<file path="config.mk">
export PLATFORM = sky130hd
export DESIGN_NAME = pls_store
export DESIGN_NICKNAME = d
export VERILOG_FILES = /design/src/pls_pkg.sv /design/src/pls_store.sv
export SDC_FILE = /design/constraint.sdc
export NUM_CORES = 2
export LEC_CHECK = 0
export BUFFER_PORTS_ARGS = -buffer_cell sky130_fd_sc_hd__clkbuf_2
export CAP_MARGIN = 5
export CORE_MARGIN = 2
export CORE_UTILIZATION = 32
export CTS_CLUSTER_DIAMETER = 200
export DETAILED_ROUTE_END_ITERATION = 16
export PLACE_DENSITY = 0.54
export SLEW_MARGIN = 25
export SYNTH_ARGS = -nofsm -noshare
export SYNTH_HDL_FRONTEND = slang
export SYNTH_SLANG_ARGS = --single-unit
</file>
<file path="constraint.sdc">
create_clock -name clock -period 20.8 [get_ports clock]
set_clock_uncertainty 0.2 [all_clocks]
set_input_delay 5.2 -clock clock [delete_from_list [all_inputs] [get_ports clock]]
set_output_delay 5.2 -clock clock [all_outputs]
set_load 0.1 [all_outputs]
</file>
<file path="src/pls_pkg.sv">
`timescale 1ns / 1ps
// ----------------------------------------------------------------------------
// pls_pkg
// Shared sizes, codes and bundles of the positional list store.
// ----------------------------------------------------------------------------
package pls_pkg;

   localparam int DEPTH            = 32;
   localparam int KEY_BITS         = 64;
   localparam int PAYLOAD_BITS     = 64;
   localparam int KEY_FIELD_BITS   = 64;
   localparam int POS_BITS         = 5;
   localparam int OP_BITS          = 3;
   localparam int STATUS_BITS      = 2;
   localparam int COUNT_FIELD_BITS = 6;
   localparam int ADDR_BITS        = $clog2(DEPTH);
   localparam int COUNT_BITS       = $clog2(DEPTH + 1);
   localparam int CMP_BITS         = (POS_BITS > COUNT_BITS) ? POS_BITS : COUNT_BITS;

   localparam int REQ_FIELD_BITS   = POS_BITS + 1 + KEY_FIELD_BITS + PAYLOAD_BITS;
   localparam int REQ_TDATA_BITS   = ((REQ_FIELD_BITS + 7) / 8) * 8;
   localparam int REQ_KEY_LSB      = POS_BITS + 1;
   localparam int REQ_PAYLOAD_LSB  = REQ_KEY_LSB + KEY_FIELD_BITS;

   localparam int RSP_FIELD_BITS   = POS_BITS + KEY_FIELD_BITS + PAYLOAD_BITS
                                     + COUNT_FIELD_BITS;
   localparam int RSP_TDATA_BITS   = ((RSP_FIELD_BITS + 7) / 8) * 8;
   localparam int RSP_PAD_BITS     = RSP_TDATA_BITS - RSP_FIELD_BITS;

   typedef enum logic [OP_BITS-1:0] {
      OP_CLEAR  = 3'd0,
      OP_INSERT = 3'd1,
      OP_UPDATE = 3'd2,
      OP_DELETE = 3'd3,
      OP_READ   = 3'd4,
      OP_FIND   = 3'd5
   } op_type;

   typedef enum logic [STATUS_BITS-1:0] {
      ST_OK       = 2'd0,
      ST_FULL     = 2'd1,
      ST_BADPOS   = 2'd2,
      ST_NOTFOUND = 2'd3
   } status_type;

   typedef struct packed {
      op_type                  operation;
      logic [POS_BITS-1:0]     position;
      logic                    at_end;
      logic [KEY_BITS-1:0]     key;
      logic [PAYLOAD_BITS-1:0] payload;
   } request_type;

   typedef struct packed {
      logic                    wr_en;
      logic [ADDR_BITS-1:0]    wr_addr;
      logic [KEY_BITS-1:0]     wr_key;
      logic [PAYLOAD_BITS-1:0] wr_payload;
      logic                    rd_en;
      logic [ADDR_BITS-1:0]    rd_addr;
   } mem_req_type;

   typedef struct packed {
      logic [KEY_BITS-1:0]     key;
      logic [PAYLOAD_BITS-1:0] payload;
   } mem_rsp_type;

   typedef struct packed {
      status_type                  status;
      logic [POS_BITS-1:0]         found_position;
      logic [KEY_FIELD_BITS-1:0]   read_key;
      logic [PAYLOAD_BITS-1:0]     read_payload;
      logic [COUNT_FIELD_BITS-1:0] entry_count;
   } result_type;

endpackage

</file>
<file path="src/pls_store.sv">
`timescale 1ns / 1ps
// ----------------------------------------------------------------------------
// pls_store
// Entry memory: one write port and one read port with registered read data.
// ----------------------------------------------------------------------------
module pls_store (
   input  logic                 clock,
   input  pls_pkg::mem_req_type mem_req,
   output pls_pkg::mem_rsp_type mem_rsp
);

   logic [pls_pkg::KEY_BITS-1:0]     key_mem     [pls_pkg::DEPTH];
   logic [pls_pkg::PAYLOAD_BITS-1:0] payload_mem [pls_pkg::DEPTH];
   logic [pls_pkg::KEY_BITS-1:0]     rd_key_ff;
   logic [pls_pkg::PAYLOAD_BITS-1:0] rd_payload_ff;

   always_ff @(posedge clock) begin
      if (mem_req.wr_en) begin
         key_mem[mem_req.wr_addr]     <= mem_req.wr_key;
         payload_mem[mem_req.wr_addr] <= mem_req.wr_payload;
      end
      if (mem_req.rd_en) begin
         rd_key_ff     <= key_mem[mem_req.rd_addr];
         rd_payload_ff <= payload_mem[mem_req.rd_addr];
      end
   end

   assign mem_rsp.key     = rd_key_ff;
   assign mem_rsp.payload = rd_payload_ff;

endmodule

</file>
==> reports/qor.csv <==
stage;metric;value;unit
cts;cts_root_buf;clkbuf_16;
drt;first_pass_iters;6;
layout;areaGrowthSynthToFinish;14.8;%
floorplan;rows;256;
floorplan;start_util;32.2;%
grt;overflow;0;
yosys;synth_edf_count;4224;
yosys;synth_top_area_share;81.0;%
yosys;yosys-top-cells-count;edfxtp_1, mux4_2, o22ai_1, mux2i_1, buf_2;
timing;setup_viol;0;
grt;antenna_found_initial;84;
cts;post_cts_buffers;0;
timing;slew_viol_final;0;
timing;fmax;111;MHz
timing;max-slew-margin-rel;22.0;%
cts;cts_hold_buf;0;
setup_path;worstPathArrival;9640;ps
place;io_buffers;268;
cts;clockBufferDepth;4;
yosys;synth.avg_cell_area;24.3;um^2
yosys;synth_flop_cell;edfxtp_1;
hold_path;min_path_type;reg -> reg;
pwr;p_total;17.8;mW
setup_path;critical_path.cell_chain;buf_8 -> buf_4 -> buf_12 -> buf_4 -> mux4_2 -> o22ai_1 -> nor4_1 -> buf_4;
layout;fin_nets;7107;
timing;fin_tns_setup;0;ps
grt;grt_use_total;17.4;%
setup_path;required;21420;ps
place;hpwlAfterDp;218000;um
drt;drc;0;
hold_path;hold_start;payload_mem[26][59];
drt;num_vias;73900;
grt;grt_pass1_vias;74700;
setup_path;startpoint_type;primary input;
yosys;syn_inst;6440;
cts;cts_tree;yes;
drt;dr.first_iter.drc_count;8616;
setup_path;cp_max_fo;129;
floorplan;die_h;703;um
yosys;syn_nets;6581;
yosys;synthDistinctLibCells;27;
drt;post_drt_wl_per_cell;31.9;um
grt;grt_pass1_wl;604000;um
floorplan;core_area;0.487;mm^2
floorplan;dieArea;0.495;mm^2
layout;drive_above_1_share;28.1;%
drt;routed_via_density;5.36;
layout;fill_cells;43500;
setup_path;slowest_stage;buf_4;
cts;numCtsBuffers;423;
setup_path;critPathTopFamily;buffers and inverters;
yosys;post-synth-top-count-cell;edfxtp_1;
timing;tightest_slew;1160;ps
grt;grt_max_degree;150;
timing;rsz0062_at_grt;false;
setup_path;cpPeakStageDelay;830;ps
setup_path;critPathLaunch;mem_req[2];
yosys;synth_top_area_cell;edfxtp_1;
floorplan;die-width;703;um
yosys;ys_seq_area_share;81.0;%
place;dp_cells;13000;
drt;routed_wirelength;440000;um
drt;drtAntennaViolNets;0;
yosys;synth_area_leaders;edfxtp_1, mux4_2, o22ai_1;
floorplan;ios;269;
yosys;synth_warnings;0;
pwr;p_per_area;99.3;mW/mm^2
timing;hold_ws;562;ps
setup_path;timing.rr.start;payload_mem[17][47];
layout;stdcell_count;13800;
cts;cts_sinks;4224;
cts;clkTransAtPathRegs;60;ps
yosys;ys_seq_elements;4224;
setup_path;path_class;in -> reg;
cts;clk_latency;980;ps
cts;cts_max_level;5;
setup_path;end_kind;flop;
yosys;synthesis.area;0.157;mm^2
job;cap_viol_max_count;0;
timing;fin_crit_sh;43.4;%
setup_path;worst-path-buf-inv;5;
cts;ctsResizeCount;0;
pwr;ir_drop;0.0000682;V
timing;fin_crit;9020;ps
pwr;power.leakage;54.9;nW
run_status;status;finished, final reports clean;
place;place_congestion;0.720;
yosys;ys_async_sr_fraction;0;%
setup_path;cp_common_cell;buf_4;
timing;hold_violations;0;
==> metal layers <==
layer | vias to the layer above | global-route usage [%] | part of all wire [%]
met2 | 3010 | 28.8 | 49
met3 | 740 | 3.14 | 7.1
li1 | 29300 | - | -
met5 | - | 0 | 0.047
met4 | 34 | 5.49 | 3.0
met1 | 40800 | 23.3 | 41
==> cell type report <==
class                           instances  area [um^2]  area share (%)
Antenna cell                           23         57.6          0.0320
Timing Repair Buffer                  453         3320            1.85
Sequential cell                      4224       127000            70.6
Clock buffer                          503        10900            6.08
Tap cell                             6450         8070            4.49
Multi-Input combinational cell       1864        28200            15.7
Clock inverter                        263         2300            1.28
==> where the power goes <==
| group | switching [mW] | total, mW | internal [mW] |
|---|---|---|---|
| Combinational | 0.660 | 0.942 | 0.282 |
| Sequential | 0.0422 | 9.55 | 9.50 |
| Clock | 3.23 | 7.36 | 4.13 |
| Total | 3.93 | 17.8 | 13.9 |
==> final timing paths <==
path / endpoint / slack (ps) / depth (start not counted)
worst min register to register: rd_payload_ff[59] / 560 / 3
worst min-delay path: rd_payload_ff[59] / 560 / 3
worst max-delay path: rd_payload_ff[3] / 11780 / 8
worst max register to register: rd_payload_ff[47] / 18480 / 3
==> registers in the layout, summed over array words and instances (netlist names) <==
register,cells
key_mem,2048
payload_mem,2048
rd_key_ff,64
rd_payload_ff,64
==> per-stage QoR <==
step / worst slack [ps] / instance area [um^2] / utilization [%]
6_report: 11780 / 180000 / 36.9
5_1_grt: 11370 / 180000 / 36.9
4_1_cts: 11620 / 180000 / 36.9
3_5_place_dp: 10540 / 166000 / 34.2
3_3_place_gp: 10660 / 166000 / 34.1
2_1_floorplan: 8800 / 157000 / -
==> kinds of logic after synthesis <==
group | count (synthesis) | synth area share [%]
flip-flops | 4224 | 81.0
buffers and inverters | 352 | 1.26
multiplexers | 1092 | 14.6
AND/OR/NAND/NOR | 226 | 0.825
AO/OA/AOI/OAI | 546 | 2.26
==> cell usage in the layout, fill, tap and decap left out, drive strengths merged <==
cell,count
clkinv,208
mux4,956
edfxtp,4224
diode,23
clkinvlp,10
nor2,36
and3,1
or2,1
nand3b,6
and2,1
or3,2
nand3,37
a22oi,102
nand2,4
nand4,17
nor3b,1
o22ai,444
nor2b,3
or3b,4
inv,14
nand2b,1
bufinv,31
clkbuf,768
mux2i,136
buf,188
nor4,111
and3b,1
==> worst min-delay path, cell delays in order, from the launching register on <==
cell and delay, ps:
edfxtp_1 320, mux4_2 220, a22oi_1 60, nand4_1 60
Power figures use the tool's default switching activity.
