### config.mk
export PLATFORM = sky130hd
export DESIGN_NAME = pls_ctrl
export DESIGN_NICKNAME = d
export VERILOG_FILES = /design/src/pls_pkg.sv /design/src/pls_ctrl.sv
export SDC_FILE = /design/constraint.sdc
export NUM_CORES = 1
export LEC_CHECK = 0
export BUFFER_PORTS_ARGS = -buffer_cell sky130_fd_sc_hd__buf_2
export CORE_AREA = 2 2 213 215
export DETAILED_ROUTE_END_ITERATION = 10
export DIE_AREA = 0 0 215 217
export SYNTH_ARGS = -nofsm -noshare
export SYNTH_HDL_FRONTEND = slang
export SYNTH_SLANG_ARGS = --single-unit
### constraint.sdc
create_clock -name clock -period 15.23 [get_ports clock]
set_input_delay 3.046 -clock clock [delete_from_list [all_inputs] [get_ports clock]]
set_output_delay 3.046 -clock clock [all_outputs]
set_load 0.02 [all_outputs]
### src/pls_pkg.sv
`timescale 1ns / 1ps
// ----------------------------------------------------------------------------
// pls_pkg
// Shared sizes, codes and bundles of the positional list store.
// ----------------------------------------------------------------------------
package pls_pkg;

   localparam int DEPTH            = 32;
   localparam int KEY_BITS         = 64;
   localparam int PAYLOAD_BITS     = 64;
   localparam int KEY_FIELD_BITS   = 64;
   localparam int POS_BITS         = 5;
   localparam int OP_BITS          = 3;
   localparam int STATUS_BITS      = 2;
   localparam int COUNT_FIELD_BITS = 6;
   localparam int ADDR_BITS        = $clog2(DEPTH);
   localparam int COUNT_BITS       = $clog2(DEPTH + 1);
   localparam int CMP_BITS         = (POS_BITS > COUNT_BITS) ? POS_BITS : COUNT_BITS;

   localparam int REQ_FIELD_BITS   = POS_BITS + 1 + KEY_FIELD_BITS + PAYLOAD_BITS;
   localparam int REQ_TDATA_BITS   = ((REQ_FIELD_BITS + 7) / 8) * 8;
   localparam int REQ_KEY_LSB      = POS_BITS + 1;
   localparam int REQ_PAYLOAD_LSB  = REQ_KEY_LSB + KEY_FIELD_BITS;

   localparam int RSP_FIELD_BITS   = POS_BITS + KEY_FIELD_BITS + PAYLOAD_BITS
                                     + COUNT_FIELD_BITS;
   localparam int RSP_TDATA_BITS   = ((RSP_FIELD_BITS + 7) / 8) * 8;
   localparam int RSP_PAD_BITS     = RSP_TDATA_BITS - RSP_FIELD_BITS;

   typedef enum logic [OP_BITS-1:0] {
      OP_CLEAR  = 3'd0,
      OP_INSERT = 3'd1,
      OP_UPDATE = 3'd2,
      OP_DELETE = 3'd3,
      OP_READ   = 3'd4,
      OP_FIND   = 3'd5
   } op_type;

   typedef enum logic [STATUS_BITS-1:0] {
      ST_OK       = 2'd0,
      ST_FULL     = 2'd1,
      ST_BADPOS   = 2'd2,
      ST_NOTFOUND = 2'd3
   } status_type;

   typedef struct packed {
      op_type                  operation;
      logic [POS_BITS-1:0]     position;
      logic                    at_end;
      logic [KEY_BITS-1:0]     key;
      logic [PAYLOAD_BITS-1:0] payload;
   } request_type;

   typedef struct packed {
      logic                    wr_en;
      logic [ADDR_BITS-1:0]    wr_addr;
      logic [KEY_BITS-1:0]     wr_key;
      logic [PAYLOAD_BITS-1:0] wr_payload;
      logic                    rd_en;
      logic [ADDR_BITS-1:0]    rd_addr;
   } mem_req_type;

   typedef struct packed {
      logic [KEY_BITS-1:0]     key;
      logic [PAYLOAD_BITS-1:0] payload;
   } mem_rsp_type;

   typedef struct packed {
      status_type                  status;
      logic [POS_BITS-1:0]         found_position;
      logic [KEY_FIELD_BITS-1:0]   read_key;
      logic [PAYLOAD_BITS-1:0]     read_payload;
      logic [COUNT_FIELD_BITS-1:0] entry_count;
   } result_type;

endpackage

### src/pls_ctrl.sv
`timescale 1ns / 1ps
// ----------------------------------------------------------------------------
// pls_ctrl
// Sequencer: decodes one operation and walks the memory one entry per step
// for shifts and searches, with a single key compare used by find.
// ----------------------------------------------------------------------------
module pls_ctrl (
   input  logic                 clock,
   input  logic                 reset,
   input  logic                 req_valid,
   output logic                 req_ready,
   input  pls_pkg::request_type req,
   output pls_pkg::mem_req_type mem_req,
   input  pls_pkg::mem_rsp_type mem_rsp,
   output logic                 res_valid,
   input  logic                 res_ready,
   output pls_pkg::result_type  res
);

   typedef enum logic [3:0] {
      S_IDLE,
      S_DECODE,
      S_SHUP_RD,
      S_SHUP_WR,
      S_SHDN_RD,
      S_SHDN_WR,
      S_RD_CAP,
      S_FIND_RD,
      S_FIND_CMP,
      S_FINISH
   } state_type;

   state_type                            state_ff, state_in;
   pls_pkg::request_type                 req_ff, req_in;
   logic [pls_pkg::COUNT_BITS-1:0]       count_ff, count_in;
   logic [pls_pkg::COUNT_BITS-1:0]       idx_ff, idx_in;
   pls_pkg::status_type                  status_ff, status_in;
   logic [pls_pkg::POS_BITS-1:0]         found_ff, found_in;
   logic [pls_pkg::KEY_FIELD_BITS-1:0]   rkey_ff, rkey_in;
   logic [pls_pkg::PAYLOAD_BITS-1:0]     rpay_ff, rpay_in;

   logic [pls_pkg::CMP_BITS-1:0] cnt_ext;
   logic [pls_pkg::CMP_BITS-1:0] pos_ext;
   logic [pls_pkg::CMP_BITS-1:0] idx_ext;
   logic                         key_match;

   assign cnt_ext   = pls_pkg::CMP_BITS'(count_ff);
   assign pos_ext   = pls_pkg::CMP_BITS'(req_ff.position);
   assign idx_ext   = pls_pkg::CMP_BITS'(idx_ff);
   assign key_match = (mem_rsp.key == req_ff.key);

   always_comb begin
      state_in  = state_ff;
      req_in    = req_ff;
      count_in  = count_ff;
      idx_in    = idx_ff;
      status_in = status_ff;
      found_in  = found_ff;
      rkey_in   = rkey_ff;
      rpay_in   = rpay_ff;

      mem_req            = '0;
      mem_req.wr_key     = req_ff.key;
      mem_req.wr_payload = req_ff.payload;

      case (state_ff)
         S_IDLE: begin
            if (req_valid) begin
               req_in   = req;
               state_in = S_DECODE;
            end
         end
         S_DECODE: begin
            status_in = pls_pkg::ST_OK;
            found_in  = '0;
            rkey_in   = '0;
            rpay_in   = '0;
            state_in  = S_FINISH;
            case (req_ff.operation)
               pls_pkg::OP_CLEAR: begin
                  count_in = '0;
               end
               pls_pkg::OP_INSERT: begin
                  if (count_ff >= pls_pkg::COUNT_BITS'(pls_pkg::DEPTH)) begin
                     status_in = pls_pkg::ST_FULL;
                  end else if (req_ff.at_end) begin
                     mem_req.wr_en   = 1'b1;
                     mem_req.wr_addr = pls_pkg::ADDR_BITS'(count_ff);
                     count_in        = count_ff + pls_pkg::COUNT_BITS'(1);
                  end else if (pos_ext > cnt_ext) begin
                     status_in = pls_pkg::ST_BADPOS;
                  end else begin
                     idx_in   = count_ff;
                     state_in = S_SHUP_RD;
                  end
               end
               pls_pkg::OP_UPDATE: begin
                  if (pos_ext >= cnt_ext) begin
                     status_in = pls_pkg::ST_BADPOS;
                  end else begin
                     mem_req.wr_en   = 1'b1;
                     mem_req.wr_addr = pls_pkg::ADDR_BITS'(req_ff.position);
                  end
               end
               pls_pkg::OP_DELETE: begin
                  if (pos_ext >= cnt_ext) begin
                     status_in = pls_pkg::ST_BADPOS;
                  end else begin
                     idx_in   = pls_pkg::COUNT_BITS'(req_ff.position);
                     state_in = S_SHDN_RD;
                  end
               end
               pls_pkg::OP_READ: begin
                  if (pos_ext >= cnt_ext) begin
                     status_in = pls_pkg::ST_BADPOS;
                  end else begin
                     mem_req.rd_en   = 1'b1;
                     mem_req.rd_addr = pls_pkg::ADDR_BITS'(req_ff.position);
                     state_in        = S_RD_CAP;
                  end
               end
               pls_pkg::OP_FIND: begin
                  status_in = pls_pkg::ST_NOTFOUND;
                  idx_in    = '0;
                  state_in  = S_FIND_RD;
               end
               default: begin
               end
            endcase
         end
         S_SHUP_RD: begin
            if (idx_ext == pos_ext) begin
               mem_req.wr_en   = 1'b1;
               mem_req.wr_addr = pls_pkg::ADDR_BITS'(req_ff.position);
               count_in        = count_ff + pls_pkg::COUNT_BITS'(1);
               state_in        = S_FINISH;
            end else begin
               mem_req.rd_en   = 1'b1;
               mem_req.rd_addr = pls_pkg::ADDR_BITS'(idx_ff - pls_pkg::COUNT_BITS'(1));
               state_in        = S_SHUP_WR;
            end
         end
         S_SHUP_WR: begin
            mem_req.wr_en      = 1'b1;
            mem_req.wr_addr    = pls_pkg::ADDR_BITS'(idx_ff);
            mem_req.wr_key     = mem_rsp.key;
            mem_req.wr_payload = mem_rsp.payload;
            idx_in             = idx_ff - pls_pkg::COUNT_BITS'(1);
            state_in           = S_SHUP_RD;
         end
         S_SHDN_RD: begin
            if (idx_ff + pls_pkg::COUNT_BITS'(1) == count_ff) begin
               count_in = count_ff - pls_pkg::COUNT_BITS'(1);
               state_in = S_FINISH;
            end else begin
               mem_req.rd_en   = 1'b1;
               mem_req.rd_addr = pls_pkg::ADDR_BITS'(idx_ff + pls_pkg::COUNT_BITS'(1));
               state_in        = S_SHDN_WR;
            end
         end
         S_SHDN_WR: begin
            mem_req.wr_en      = 1'b1;
            mem_req.wr_addr    = pls_pkg::ADDR_BITS'(idx_ff);
            mem_req.wr_key     = mem_rsp.key;
            mem_req.wr_payload = mem_rsp.payload;
            idx_in             = idx_ff + pls_pkg::COUNT_BITS'(1);
            state_in           = S_SHDN_RD;
         end
         S_RD_CAP: begin
            rkey_in  = pls_pkg::KEY_FIELD_BITS'(mem_rsp.key);
            rpay_in  = mem_rsp.payload;
            state_in = S_FINISH;
         end
         S_FIND_RD: begin
            if (idx_ff == count_ff) begin
               state_in = S_FINISH;
            end else begin
               mem_req.rd_en   = 1'b1;
               mem_req.rd_addr = pls_pkg::ADDR_BITS'(idx_ff);
               state_in        = S_FIND_CMP;
            end
         end
         S_FIND_CMP: begin
            if (key_match) begin
               status_in = pls_pkg::ST_OK;
               found_in  = pls_pkg::POS_BITS'(idx_ff);
               state_in  = S_FINISH;
            end else begin
               idx_in   = idx_ff + pls_pkg::COUNT_BITS'(1);
               state_in = S_FIND_RD;
            end
         end
         S_FINISH: begin
            if (res_ready) begin
               state_in = S_IDLE;
            end
         end
         default: begin
            state_in = S_IDLE;
         end
      endcase
   end

   always_ff @(posedge clock) begin
      if (reset) begin
         state_ff <= S_IDLE;
         count_ff <= '0;
      end else begin
         state_ff <= state_in;
         count_ff <= count_in;
      end
      req_ff    <= req_in;
      idx_ff    <= idx_in;
      status_ff <= status_in;
      found_ff  <= found_in;
      rkey_ff   <= rkey_in;
      rpay_ff   <= rpay_in;
   end

   assign req_ready          = (state_ff == S_IDLE);
   assign res_valid          = (state_ff == S_FINISH);
   assign res.status         = status_ff;
   assign res.found_position = found_ff;
   assign res.read_key       = rkey_ff;
   assign res.read_payload   = rpay_ff;
   assign res.entry_count    = pls_pkg::COUNT_FIELD_BITS'(count_ff);

   a_count_range: assert property (@(posedge clock) disable iff (reset)
      count_ff <= pls_pkg::COUNT_BITS'(pls_pkg::DEPTH))
      else $error("entry count above depth");

   a_shift_up_step: assert property (@(posedge clock) disable iff (reset)
      state_ff == S_SHUP_WR |=> idx_ff == $past(idx_ff) - pls_pkg::COUNT_BITS'(1))
      else $error("shift up index did not step down");

   a_find_bound: assert property (@(posedge clock) disable iff (reset)
      state_ff == S_FIND_CMP |-> idx_ff < count_ff)
      else $error("find compared past the last entry");

   a_finish_hold: assert property (@(posedge clock) disable iff (reset)
      state_ff == S_FINISH && !res_ready |=> state_ff == S_FINISH && $stable(status_ff))
      else $error("result dropped while output slot busy");

endmodule

==> results of run 1 <==
[worst paths after layout]
check / start / to / slack [ns] / cells after the start
worst max-delay path: cnt_ext[3] / mem_req[139] / 8.21 / 9
worst max register to register: state_ff[0] / rpay_ff[56] / 11.93 / 4
worst min-delay path: cnt_ext[1] / cnt_ext[1] / 0.61 / 2
worst min register to register: cnt_ext[1] / cnt_ext[1] / 0.61 / 2
[per-layer routing]
layer  part of all wire  routed length [um]  vias to the layer above  global-route usage
met5             0.0010                  50                        -                   0
met4              0.029                1400                        8              0.0715
met3              0.084                4100                       85              0.0556
met2               0.49               23700                      547               0.328
met1               0.40               19600                     5453               0.249
li1                   -                   -                     5302                   -
[worst max-delay path, cell delays in order, from the launching register on]
cell and delay (ns):
dfxtp_1 0.56, inv_1 0.23, ha_1 0.35, a21o_1 0.16
a21oi_1 0.21, o22ai_1 0.29, o41ai_1 1.00, inv_1 0.18
o311ai_0 0.20, buf_2 0.25
[sequential cells by signal, indices dropped and copies added, names as in the netlist]
| name | count |
|---|---|
| pos_ext | 5 |
| status_ff | 2 |
| idx_ext | 6 |
| rkey_ff | 64 |
| state_ff | 4 |
| rpay_ff | 64 |
| found_ff | 5 |
| req_ff | 132 |
| cnt_ext | 6 |
[cells in the mapped netlist, types with 6 or more instances]
master / number / share of area
xnor2_1: 10 / 0.0065
nor4_1: 23 / 0.011
nand2b_1: 8 / 0.0037
edfxtp_1: 278 / 0.62
nor2_1: 27 / 0.0075
xor2_1: 77 / 0.050
nand3_1: 8 / 0.0030
nor3_1: 10 / 0.0037
dfxtp_1: 10 / 0.015
a22oi_1: 14 / 0.0078
nand2_1: 429 / 0.12
inv_1: 13 / 0.0036
a21oi_1: 13 / 0.0048
buf_1: 6 / 0.0017
o21ai_0: 23 / 0.0085
and2_1: 133 / 0.062
ha_1: 9 / 0.0083
clkbuf_1: 53 / 0.015
[layout make-up]
type / instances / share of cell area
diodes: 7 / 0.000977
clock buffers: 47 / 0.0531
clock inverters: 14 / 0.00586
inverters: 14 / 0.00293
multi-input cells: 863 / 0.261
flip-flops and latches: 288 / 0.477
well taps: 600 / 0.0419
repair buffers: 561 / 0.158
[where the power goes]
group / total, uW / switching [uW] / internal, uW
Sequential: 1440 / 163 / 1270
Combinational: 1700 / 1230 / 471
Clock: 787 / 331 / 456
Total: 3930 / 1730 / 2200
[through the flow]
step           instance area [um2]   util  power, uW  setup slack (ns)
6_report                     17900  0.401       3930              8.21
5_1_grt                      17900  0.401       4130              7.86
4_1_cts                      17900  0.401       3970              8.30
3_5_place_dp                 16900  0.377       3170              8.61
3_3_place_gp                 16900  0.377       3150              8.59
2_1_floorplan                13500      -       2550              4.68
[cell families (layout without fill, tap and decap cells)]
group	after synthesis	after routing	share of synthesized area
AO/OA/AOI/OAI	104	104	0.0559
XOR/XNOR	87	87	0.0563
adder cells (fa/ha/maj)	9	9	0.00833
buffers and inverters	81	636	0.0243
flip-flops	288	288	0.632
multiplexers	1	1	0.000740
other	0	7	0
AND/OR/NAND/NOR	662	662	0.222
==> summary.md, run 1 <==
| Metric | Value |
|---|---|
| Status | finished, final reports clean |
| Warnings, synthesis | 0 |
| Area of the multi-input gates | roughly 0.0047 mm2 |
| CTS tree | yes |
| Final setup TNS | 0 ns |
| Fin crit share | 0.461 |
| Gpl congestion | between 0.9 and 1 |
| Std-Cell Rows | a little under 80 |
| Die height | 217 um |
| Setup CP Type | flop to output pin |
| Tightest Pin Transition | roughly 1.2 ns |
| Placed cells | ~2300 |
| Syn_area_per_cell | roughly 11 um2 |
| Via density per instance | between 4 and 5 |
| RSZ-0062 raised after global routing | no |
| Hold buffer count at cts | 0 |
| Power per cell area | 219 mW/mm2 |
| Worst Setup End Kind | output pin |
| CP arrival | a little under 4 ns |
| DR iter-0 viols | between 800 and 900 |
| Vias in the first global route | about 11000 |
| DRC violations left | 0 |
| H-tree depth | 2 |
| Vias | approximately 11000 |
| Most common cell after layout, fill and taps aside | buf_2 |
| Number of synthesized flops with an enable pin | approximately 280 |
| Routed len/inst | 20.4 um |
| Hold/Removal Path Class | flop to flop |
| Total track usage | 0.198 |
| Area Growth Syn to Fin | 32.6% |
| Number of gates resized after cts | 0 |
| Critical Path RT | ~12 ns |
| Synth Flop Type | edfxtp_1 |
| Wirelength, routed | between 40000 and 50000 um |
| Worst-path maximum fanout | 9 |
| Startpoint Class | flop |
| Remaining global-route overflow | 0 |
| Fraction of layout cells with a size suffix above 1 | 0.347 |
| Synth Register Bits | 288 |
| Syn Inst Count | 1232 |
| Initial Util | 0.303 |
| Most frequent cells in the layout | 551 x buf_2, 428 x nand2_1, 278 x edfxtp_1, 131 x and2_1, 77 x xor2_1 |
| Reg area | around 0.0085 mm2 |
| Endpoints failing setup | 0 |
| Skew-Pair Late Insertion Delay | around 0.53 ns |
| Core box area | roughly 0.045 mm2 |
| First-pass GRT wire length | just under 70000 um |
| CTS Buffer Depth | 3 |
| Largest net degree at the start of global routing | 93 |
| Die ar. | ~0.047 mm2 |
| Leak | 0.00791 uW |
| # Max-Cap Violations | 0 |
| Setup Buffers After CTS | 0 |
| Final Non-Filler Cells | about 2400 |
| Fin Hold WS | ~0.6 ns |
| Detailed placement HPWL | approximately 36000 um |
| Endpoints failing hold | 0 |
| Fmax | between 100 and 150 MHz |
| Asr flop ratio synth | 0 |
| Syn nets | between 1500 and 2000 |
| Initial antenna violation count | 11 |
| Top-level I/O count | 552 |
| CTS clock-pin slew for the worst setup and hold paths | ~0.05 ns |
| Clock skew | between 0.01 and 0.015 ns |
| Detail Route Antenna Nets | 0 |
| Fin crit period | 7.02 ns |
| Worst vdd ir | around 0.11 mV |
| Die X | 215 um |
| Mapped Area | between 0.01 and 0.015 mm2 |
| Distinct cells, synth | 62 |
| Port bufs | around 550 |
| CTS buffer count | 35 |
| Sequential fraction of the synthesis area | 0.632 |
| Pins Over Slew Limit | 0 |
| Clk sinks | 288 |
| Final #Nets | 2041 |
| Root Buffer | clkbuf_16 |
| Layout fillers | approximately 4400 |
| DR pass1 iterations | 8 |
| Max_slew headroom | 0.219 |
No activity file was read; power rests on OpenSTA's default activity.
==> inputs of run 2 (changes only) <==
--- a/config.mk
+++ b/config.mk
@@ -5,10 +5,11 @@
 export SDC_FILE = /design/constraint.sdc
 export NUM_CORES = 1
 export LEC_CHECK = 0
+export ABC_AREA = 1
 export BUFFER_PORTS_ARGS = -buffer_cell sky130_fd_sc_hd__buf_2
-export CORE_AREA = 2 2 213 215
+export CORE_AREA = 2 2 214 216
 export DETAILED_ROUTE_END_ITERATION = 10
-export DIE_AREA = 0 0 215 217
+export DIE_AREA = 0 0 216 218
 export SYNTH_ARGS = -nofsm -noshare
 export SYNTH_HDL_FRONTEND = slang
 export SYNTH_SLANG_ARGS = --single-unit
==> constraint.sdc (replaced) <==
create_clock -name clock -period 7.2 [get_ports clock]
set_input_delay 1.44 -clock clock [delete_from_list [all_inputs] [get_ports clock]]
set_output_delay 1.44 -clock clock [all_outputs]
set_load 0.02 [all_outputs]
==> summary.md, run 2 <==
| Metric | Value |
|---|---|
| Port bufs | 551 (unchanged) |
| Die ar. | 0.0471 mm2 (was 0.0467 mm2) |
| Final worst setup slack | 2.49 ns (was 8.21 ns) |
| H-tree depth | 2 (unchanged) |
| Critical Path RT | 5.76 ns (was 12.18 ns) |
| DR iter-0 viols | 940 (was 878) |
| Hold path startpoint | state_ff[3] (was cnt_ext[1]) |
| # Max-Cap Violations | 0 (unchanged) |
| Worst-path maximum fanout | 81 (was 9) |
| Wirelength, routed | 46000 um (was 48900 um) |
| Worst Setup End Kind | output pin (unchanged) |
| Power per cell area | 472 mW/mm2 (was 219 mW/mm2) |
| FF-to-FF Start | state_ff[0] (unchanged) |
| Endpoints failing hold | 0 (unchanged) |
| Critical Path Stages | 8 (was 9) |
| Skew-Pair Late Insertion Delay | 0.55 ns (was 0.53 ns) |
| Power Total | 8580 uW (was 3930 uW) |
| Most common cell after layout, fill and taps aside | buf_2 (unchanged) |
| Distinct cells, synth | 47 (was 62) |
| Setup CP Type | flop to output pin (unchanged) |
| Tightest Pin Transition | 1.02 ns (was 1.17 ns) |
| Switching Fraction | 0.445 (was 0.440) |
| Fmax | about 210 MHz |
| CP arrival | 3.27 ns (was 3.97 ns) |
| Switching Power | 3820 uW (was 1730 uW) |
| Hold path depth | 4 (was 2) |
| Max_slew headroom | 0.317 (was 0.219) |
| Hold Path End | state_ff[0] (was cnt_ext[1]) |
| Asr flop ratio synth | 0 (unchanged) |
| DRC violations left | 0 (unchanged) |
| Initial Util | 0.306 (was 0.303) |
| Core box area | 0.0449 mm2 (was 0.0447 mm2) |
| Fraction of layout cells with a size suffix above 1 | 0.324 (was 0.347) |
| Fin crit share | 0.654 |
| Detail Route Antenna Nets | 0 (unchanged) |
| CTS Buffer Depth | 3 (unchanged) |
| Via density per instance | 4.54 (was 4.76) |
| Pre-CTS WS | 3.04 ns (was 8.61 ns) |
| Gate power share | 0.445 (was 0.434) |
| Die height | 218 um (was 217 um) |
| Gpl congestion | 0.962 (was 0.929) |
| Status | finished, final reports clean (unchanged) |
| Clock power share | 0.198 (was 0.200) |
| Detailed placement HPWL | 34600 um (was 36100 um) |
| Hold/Removal Path Class | flop to flop (unchanged) |
| Synth Flop Type | edfxtp_1 (unchanged) |
| Total track usage | 0.188 (was 0.198) |
| Clk sinks | 288 (unchanged) |
| Syn nets | 1706 (was 1510) |
| Number of synthesized flops with an enable pin | 278 (unchanged) |
| Clock skew | 0.0191 ns (was 0.0123 ns) |
| Fin Hold WS | 0.686 ns (was 0.612 ns) |
| Std-Cell Rows | 78 (unchanged) |
| Hold buffer count at cts | 0 (unchanged) |
| Warnings, synthesis | 0 (unchanged) |
| Internal | 4770 uW (was 2200 uW) |
| Critical-path cell list | inv_2 > nand2_2 > nor3_4 > nor2_4 > buf_4 > nand2_1 > o21ai_0 > buf_2 (was inv_1 > ha_1 > a21o_1 > a21oi_1 > o22ai_1 > o41ai_1 > inv_1 > o311ai_0 > buf_2) |
| R2R setup slack | 4.25 ns (was 11.93 ns) |
| RSZ-0062 raised after global routing | no (unchanged) |
| First-pass GRT wire length | 67400 um (was 69400 um) |
| Number of flip-flops in the largest register | 132 (unchanged) |
| Final setup TNS | 0 ns (unchanged) |
| Synth top cells by count | 346 x nand2_1, 278 x edfxtp_1, 209 x inv_1, 208 x nor2_1, 128 x o21ai_0 (was 429 x nand2_1, 278 x edfxtp_1, 133 x and2_1, 77 x xor2_1, 53 x clkbuf_1) |
| Most flops, register | req_ff (unchanged) |
| Post-layout util | 0.405 (was 0.401) |
| DR pass1 iterations | 5 (was 8) |
| RR Endpoint | rpay_ff[10] (was rpay_ff[56]) |
| Largest registers | req_ff: 132 flops, rkey_ff: 64 flops, rpay_ff: 64 flops (unchanged) |
| Fin crit period | 4.71 ns |
| Syn_area_per_cell | 9.61 um2 (was 11.0 um2) |
| Area Growth Syn to Fin | 32.4% (was 32.6%) |
| Reg power frac | 0.356 (was 0.366) |
| Worst vdd ir | 0.246 mV (was 0.113 mV) |
| Number of gates resized after cts | 0 (unchanged) |
| Post-synth top area share | 0.608 (was 0.617) |
| Synth area leader | edfxtp_1 (unchanged) |
| Vias | 11800 (was 11400) |
| Most frequent cell after synthesis | nand2_1 (unchanged) |
| CP delay by family, top | simple AND/OR/NAND/NOR gates (was compound AO/OA/AOI/OAI gates) |
| Critical path buffers and inverters | 3 (unchanged) |
| Routed len/inst | 17.7 um (was 20.4 um) |
| Final #Nets | 2251 (was 2041) |
| Endpoints failing setup | 0 (unchanged) |
| Remaining global-route overflow | 0 (unchanged) |
| Layout fillers | 4467 (was 4439) |
| Pins Over Slew Limit | 0 (unchanged) |
| Largest net degree at the start of global routing | 82 (was 93) |
| Slowest cell on the critical path | nor2_4 (was o41ai_1) |
| Leak | 0.00873 uW (was 0.00791 uW) |
| Initial antenna violation count | 7 (was 11) |
| Syn Inst Count | 1428 (was 1232) |
| Setup Buffers After CTS | 0 (unchanged) |
| CTS clock-pin slew for the worst setup and hold paths | 0.06 ns (was 0.05 ns) |
| Mapped Area | 0.0137 mm2 (was 0.0135 mm2) |
| Startpoint Class | flop (unchanged) |
| CTS tree | yes (unchanged) |
| Sequential fraction of the synthesis area | 0.623 (was 0.632) |
| Synth Register Bits | 288 (unchanged) |
| CTS buffer count | 35 (unchanged) |
| Most frequent cells in the layout | 551 x buf_2, 345 x nand2_1, 278 x edfxtp_1, 209 x inv_1, 207 x nor2_1 (was 551 x buf_2, 428 x nand2_1, 278 x edfxtp_1, 131 x and2_1, 77 x xor2_1) |
| Top-level I/O count | 552 (unchanged) |
| R2R cell count | 5 (was 4) |
| Top cells by area, synth | edfxtp_1 61%, nand2_1 9.5%, inv_1 5.7% (was edfxtp_1 62%, nand2_1 12%, and2_1 6.2%) |
| Root Buffer | clkbuf_16 (unchanged) |
| Die X | 216 um (was 215 um) |
| Vias in the first global route | 11400 (was 11000) |
| Largest stage delay, worst path | 0.76 ns (was 1.00 ns) |
## run 2: cell count changes in the layout (fill, tap and decap cells not counted), sizes merged, moves of 22 or more
cell,previous run,this run
inv,14,222
o21ai,25,146
and2,133,0
nor2,27,217
nor4,23,1
nand3,8,31
nand2,429,349
xor2,77,44
## run 2: how the worst max path moves through the flow
| stage | start | endpoint | slack, ns |
|---|---|---|---|
| 2_1_floorplan | req_valid | pos_ext[0] | 1.73 |
| 3_3_place_gp | state_ff[2] | mem_req[124] | 3.14 |
| 3_5_place_dp | state_ff[2] | mem_req[124] | 3.04 |
| 4_1_cts | state_ff[2] | mem_req[124] | 2.42 |
| 5_1_grt | state_ff[2] | mem_req[6] | 2.18 |
| 6_report | state_ff[2] | mem_req[124] | 2.49 |
## run 2: cell families (layout without fill, tap and decap cells)
kind of cell	after synthesis	in the layout	synth area share
and+or+nand+nor	615	615	0.180
buffers and inverters	274	844	0.0791
other	0	5	0
adders and majority gates	9	9	0.00820
xor gates and xnor gates	51	51	0.0331
DFF	288	288	0.623
AOI/OAI and AO/OA	191	191	0.0770
## run 2: power groups by stage
| stage | clock network (uW) | registers (uW) | logic, uW |
|---|---|---|---|
| floorplan | 0 | 3490 | 2060 |
| global placement | 0 | 3070 | 3830 |
| detailed placement | 0 | 3090 | 3860 |
| CTS | 1760 | 3060 | 3870 |
| global route | 1820 | 3120 | 4140 |
| finish | 1700 | 3060 | 3820 |
## run 2: metrics by stage
| stage | instance area (um2) | instances |
|---|---|---|
| 4_1_cts | 18200 | 2598 |
| 3_5_place_dp | 17100 | 2536 |
| 3_3_place_gp | 17100 | 2536 |
| 5_1_grt | 18200 | 2601 |
| 6_report | 18200 | 2603 |
| 2_1_floorplan | 13700 | 1428 |
## run 2: final cells by class
class | instances | area [um2] | share of cell area
antenna | 5 | 12.5 | 0.000689
clock buffer | 45 | 935 | 0.0514
clock inverter | 17 | 151 | 0.00833
inverter | 222 | 841 | 0.0463
multi-input combinational | 866 | 4110 | 0.226
sequential | 288 | 8550 | 0.470
tap | 600 | 751 | 0.0413
timing repair buffer | 560 | 2830 | 0.155
## run 2: layer usage
metal / track usage / share of wire
met5: 0 / 0.00024
met4: 0.0740 / 0.032
met3: 0.0416 / 0.076
met2: 0.313 / 0.48
met1: 0.239 / 0.41
## run 2: worst min-delay path: cells and delay by family, from the launching register on
family	cells	cell delay (ns)
AO/OA/AOI/OAI	1	0.06
buffers and inverters	2	0.18
AND/OR/NAND/NOR	1	0.08
flip-flops	1	0.31
